$ cat config.mk
export PLATFORM = sky130hd
export DESIGN_NAME = blfi_ctrl
export DESIGN_NICKNAME = d
export VERILOG_FILES = /design/src/rtl/core/blfi_pkg.sv /design/src/rtl/core/blfi_ctrl.sv
export SDC_FILE = /design/constraint.sdc
export NUM_CORES = 1
export LEC_CHECK = 0
export BUFFER_PORTS_ARGS = -buffer_cell sky130_fd_sc_hd__buf_2
export CAP_MARGIN = 20
export CELL_PAD_IN_SITES_DETAIL_PLACEMENT = 2
export CELL_PAD_IN_SITES_GLOBAL_PLACEMENT = 2
export CORE_MARGIN = 10
export CORE_UTILIZATION = 27
export DETAILED_ROUTE_END_ITERATION = 16
export PLACE_DENSITY = 0.71
export SYNTH_ARGS = -nofsm -noshare
export SYNTH_HDL_FRONTEND = slang
export SYNTH_SLANG_ARGS = --single-unit
$ cat constraint.sdc
create_clock -name clk_i -period 1.71 [get_ports clk_i]
set_clock_uncertainty 0.1 [all_clocks]
set_input_delay 0.342 -clock clk_i [delete_from_list [all_inputs] [get_ports clk_i]]
set_output_delay 0.342 -clock clk_i [all_outputs]
set_load 0.02 [all_outputs]
$ cat src/rtl/core/blfi_pkg.sv
`timescale 1ns / 1ps
// ----------------------------------------------------------------------------
// blfi_pkg
// Shared types and constants of the bucketed fingerprint index.
// ----------------------------------------------------------------------------
package blfi_pkg;

  localparam int unsigned CHUNK_W     = 17;
  localparam int unsigned CHUNK_RESET = 32768;
  localparam int unsigned BUCKET_IN_W = 10;
  localparam int unsigned KEY_HIGH_W  = 64;
  localparam int unsigned KEY_MID_W   = 64;
  localparam int unsigned KEY_LOW_W   = 32;
  localparam int unsigned KEY_FULL_W  = 160;
  localparam int unsigned SLOT_OUT_W  = 5;
  localparam int unsigned LOC_W       = 31;

  localparam logic KIND_LOOKUP = 1'b0;
  localparam logic KIND_UPDATE = 1'b1;

  typedef enum logic [5:0] {
    ST_CLEAR = 6'b000001,
    ST_IDLE  = 6'b000010,
    ST_READ  = 6'b000100,
    ST_EVAL  = 6'b001000,
    ST_WRITE = 6'b010000,
    ST_LOAD  = 6'b100000
  } blfi_state_e;

  typedef struct packed {
    logic clr;
    logic capture;
    logic rd;
    logic eval;
    logic wr;
    logic load;
  } blfi_cmd_t;

  typedef struct packed {
    logic clr_last;
    logic out_free;
  } blfi_status_t;

endpackage

$ cat src/rtl/core/blfi_ctrl.sv
`timescale 1ns / 1ps
// ----------------------------------------------------------------------------
// blfi_ctrl
// Sequencer: clearing pass, then read / compare / write back / output load.
// ----------------------------------------------------------------------------
module blfi_ctrl (
  input  logic                  clk_i,
  input  logic                  rst_ni,
  input  logic                  in_valid_i,
  output logic                  in_ready_o,
  input  blfi_pkg::blfi_status_t status_i,
  output blfi_pkg::blfi_cmd_t    cmd_o
);

  blfi_pkg::blfi_state_e state_q, state_d;

  always_ff @(posedge clk_i or negedge rst_ni) begin
    if (!rst_ni) begin
      state_q <= blfi_pkg::ST_CLEAR;
    end else begin
      state_q <= state_d;
    end
  end

  always_comb begin
    state_d    = state_q;
    cmd_o      = '0;
    in_ready_o = 1'b0;
    case (state_q)
      blfi_pkg::ST_CLEAR: begin
        cmd_o.clr = 1'b1;
        if (status_i.clr_last) state_d = blfi_pkg::ST_IDLE;
      end
      blfi_pkg::ST_IDLE: begin
        in_ready_o = 1'b1;
        if (in_valid_i) begin
          cmd_o.capture = 1'b1;
          state_d       = blfi_pkg::ST_READ;
        end
      end
      blfi_pkg::ST_READ: begin
        cmd_o.rd = 1'b1;
        state_d  = blfi_pkg::ST_EVAL;
      end
      blfi_pkg::ST_EVAL: begin
        cmd_o.eval = 1'b1;
        state_d    = blfi_pkg::ST_WRITE;
      end
      blfi_pkg::ST_WRITE: begin
        cmd_o.wr = 1'b1;
        state_d  = blfi_pkg::ST_LOAD;
      end
      blfi_pkg::ST_LOAD: begin
        if (status_i.out_free) begin
          cmd_o.load = 1'b1;
          state_d    = blfi_pkg::ST_IDLE;
        end
      end
      default: begin
        state_d = blfi_pkg::ST_CLEAR;
      end
    endcase
  end

endmodule

==> reports/qor.txt <==
Slew headroom: 75.9%
CTS buffer count: 3
CTS tree: built
final hold vios: 0
diodes inserted: 0
layout cells sized above 1: 64.9%
Chip Width: 58.8 µm
Slew Viols, Final: 0
post-synth net total: 48
initial antenna violation count: 0
synth cell count leaders: nor2_1 (6), dfrtp_1 (5), nor3b_1 (3)
R2R cell count: 7
DR WL/cell: 22.5 µm
CP Max Fanout: 5
Remaining DRCs: 0
Leak: 0.345 nW
Synth Flop Type: dfrtp_1
vias: 461
Layout area overhead: 88.9%
fillcell total: 134
setup ws final: -0.332 ns
Syn Inst Count: 43
Tmin final: 2.04 ns
Core Region: 1350 µm²
Ys Warns: 0
die extent in y: 58.8 µm
Post-synth EDFFs: 0
hold wc startpoint: in_valid_i
GR Overflow Total: 0
max reg flops: 6
PortBufs: 11
Initial DRT Pass Iterations: 3
R2R Setup Slk: 0.02 ns
WHS Path Cells: 2
vias in the first global route: 556
Final Instance Area: 766 µm²
GRT Total Usage: 10.5%
violations in the final reports: setup timing
status: finished with violations
Worst IR Drop VDD: 0.691 mV
post-DP HPWL: 1180 µm
maxcap violations: 0
Fmax achieved: 490 MHz
TNS Setup: -1.89 ns
Yosys cell types: 24
launching point of the worst reg2reg path: state_q[4]
initial core utilization: 30.0%
Synth area leader: dfrtp_1
io pins: 12
ANT nets after route: 0
Initial DRC Count: 2
Placer Congestion: 0.749
clk buf depth: 2
pwr/cell area: 1440 nW/µm²
NumNets Final: 80
Yosys top cell area share: 30.9%
row cnt: 13
most flop-heavy register: state_q
Final Setup Violations: 7
top cells by area, synth: dfrtp_1 (31%), dfstp_2 (6.5%), buf_6 (5.6%)
HP Class: primary input to flop
Worst setup SP type: flop
Clock Latency Late Sink: 0.26 ns
Setup WS pre-CTS: -0.0929 ns
CTS sink count: 6
share of flip-flops with an asynchronous set or reset: 100%
post-synthesis register bit count: 6
sequential area share after synthesis: 37.3%
RSZ-0062 raised after global routing: true
cell with the most instances after synthesis: nor2_1
Crit Path Class: flop to output port
vias per inst: 5.18
clock transition time at the flip-flop clock pins of the worst setup and hold paths: 0.05 ns
Critical Path RT: 1.27 ns
fin util: 56.7%
first-pass GRT wire length: 2880 µm
worst hold endpoint: state_q[2]
largest net degree at the start of global routing: 12
Total Die Area: 3450 µm²
R2R Path End: state_q[0]
placed cells: 77
crit share post-route: 119%
Final Non-Filler Cells: 89
mapped cell area: 405 µm²
final WL: 2000 µm
largest registers: state_q x6
Critical Path AT: 1.60 ns
DP Area: 557 µm²
CP Capture Type: output port
H-tree levels: 1
CTS root buf: clkbuf_4
syn_area_per_cell: 9.43 µm²
worst slew pin tran: 0.358 ns
==> stage by stage <==
| stage | total power [mW] | hold WS, ns |
|---|---|---|
| detailed placement | 0.737 | 0.0743 |
| floorplan | 0.535 | -0.0536 |
| global placement | 0.697 | 0.0703 |
| CTS | 0.999 | 0.247 |
| finish | 1.10 | 0.257 |
| global route | 1.17 | 0.274 |
==> logic make-up after synthesis <==
logic type,Yosys count,share of synthesized area [%]
flip-flops,6,37.3
buffers and inverters,3,6.48
XOR/XNOR,2,4.32
AO/OA/AOI/OAI,7,14.2
AND/OR/NAND/NOR,25,37.7
==> how the worst max path moves through the flow <==
| stage | from | end | cells after the start |
|---|---|---|---|
| CTS | state_q[4] | cmd_o[5] | 3 |
| global placement | state_q[3] | cmd_o[5] | 3 |
| floorplan | state_q[4] | cmd_o[5] | 2 |
| detailed placement | state_q[3] | cmd_o[5] | 3 |
| finish | state_q[4] | cmd_o[2] | 6 |
| global route | state_q[4] | cmd_o[2] | 6 |
==> critical path, stage by stage (launching register included) <==
cell and delay (ns):
dfrtp_1 0.39, buf_4 0.14, buf_8 0.12, nor2_2 0.11, nand2_1 0.10, nor4_2 0.29, buf_4 0.19
==> report_power, final <==
part	internal [mW]	switching, mW
sequential	0.182	0.0394
clock	0.0894	0.0659
combinational	0.363	0.360
total	0.634	0.466
==> area by class of cell <==
| cell class | count | area (µm²) | area share [%] |
|---|---|---|---|
| multi-input combinational | 34 | 314 | 41.0 |
| inverter | 1 | 3.75 | 0.490 |
| clock buffer | 4 | 26.3 | 3.43 |
| tap | 15 | 18.8 | 2.45 |
| sequential | 6 | 151 | 19.8 |
| timing repair buffer | 29 | 251 | 32.8 |
==> placed cells by master (no fill, tap or decap), types with 3 or more instances in the layout <==
| master | instances |
|---|---|
| buf_6 | 9 |
| buf_2 | 4 |
| buf_4 | 14 |
| nor2_1 | 3 |
| dfrtp_1 | 5 |
| clkbuf_4 | 3 |
==> per-layer routing <==
metal / share of wire, % / global-route usage, %
met4: 0.70 / 3.93
met1: 42 / 12.1
met2: 54 / 18.2
met3: 2.9 / 2.58
met5: 0 / 0
==> timing repair <==
| item | in CTS | in global routing |
|---|---|---|
| endpoints found under the setup margin | 7 | 8 |
| pin swaps | 5 | 6 |
| buffers inserted | 2 | 7 |
| gates resized for setup | 22 | 10 |
| hold buffers | 1 | 0 |
| hold endpoints to repair | 5 | 0 |
No activity file was read; power rests on OpenSTA's default activity.
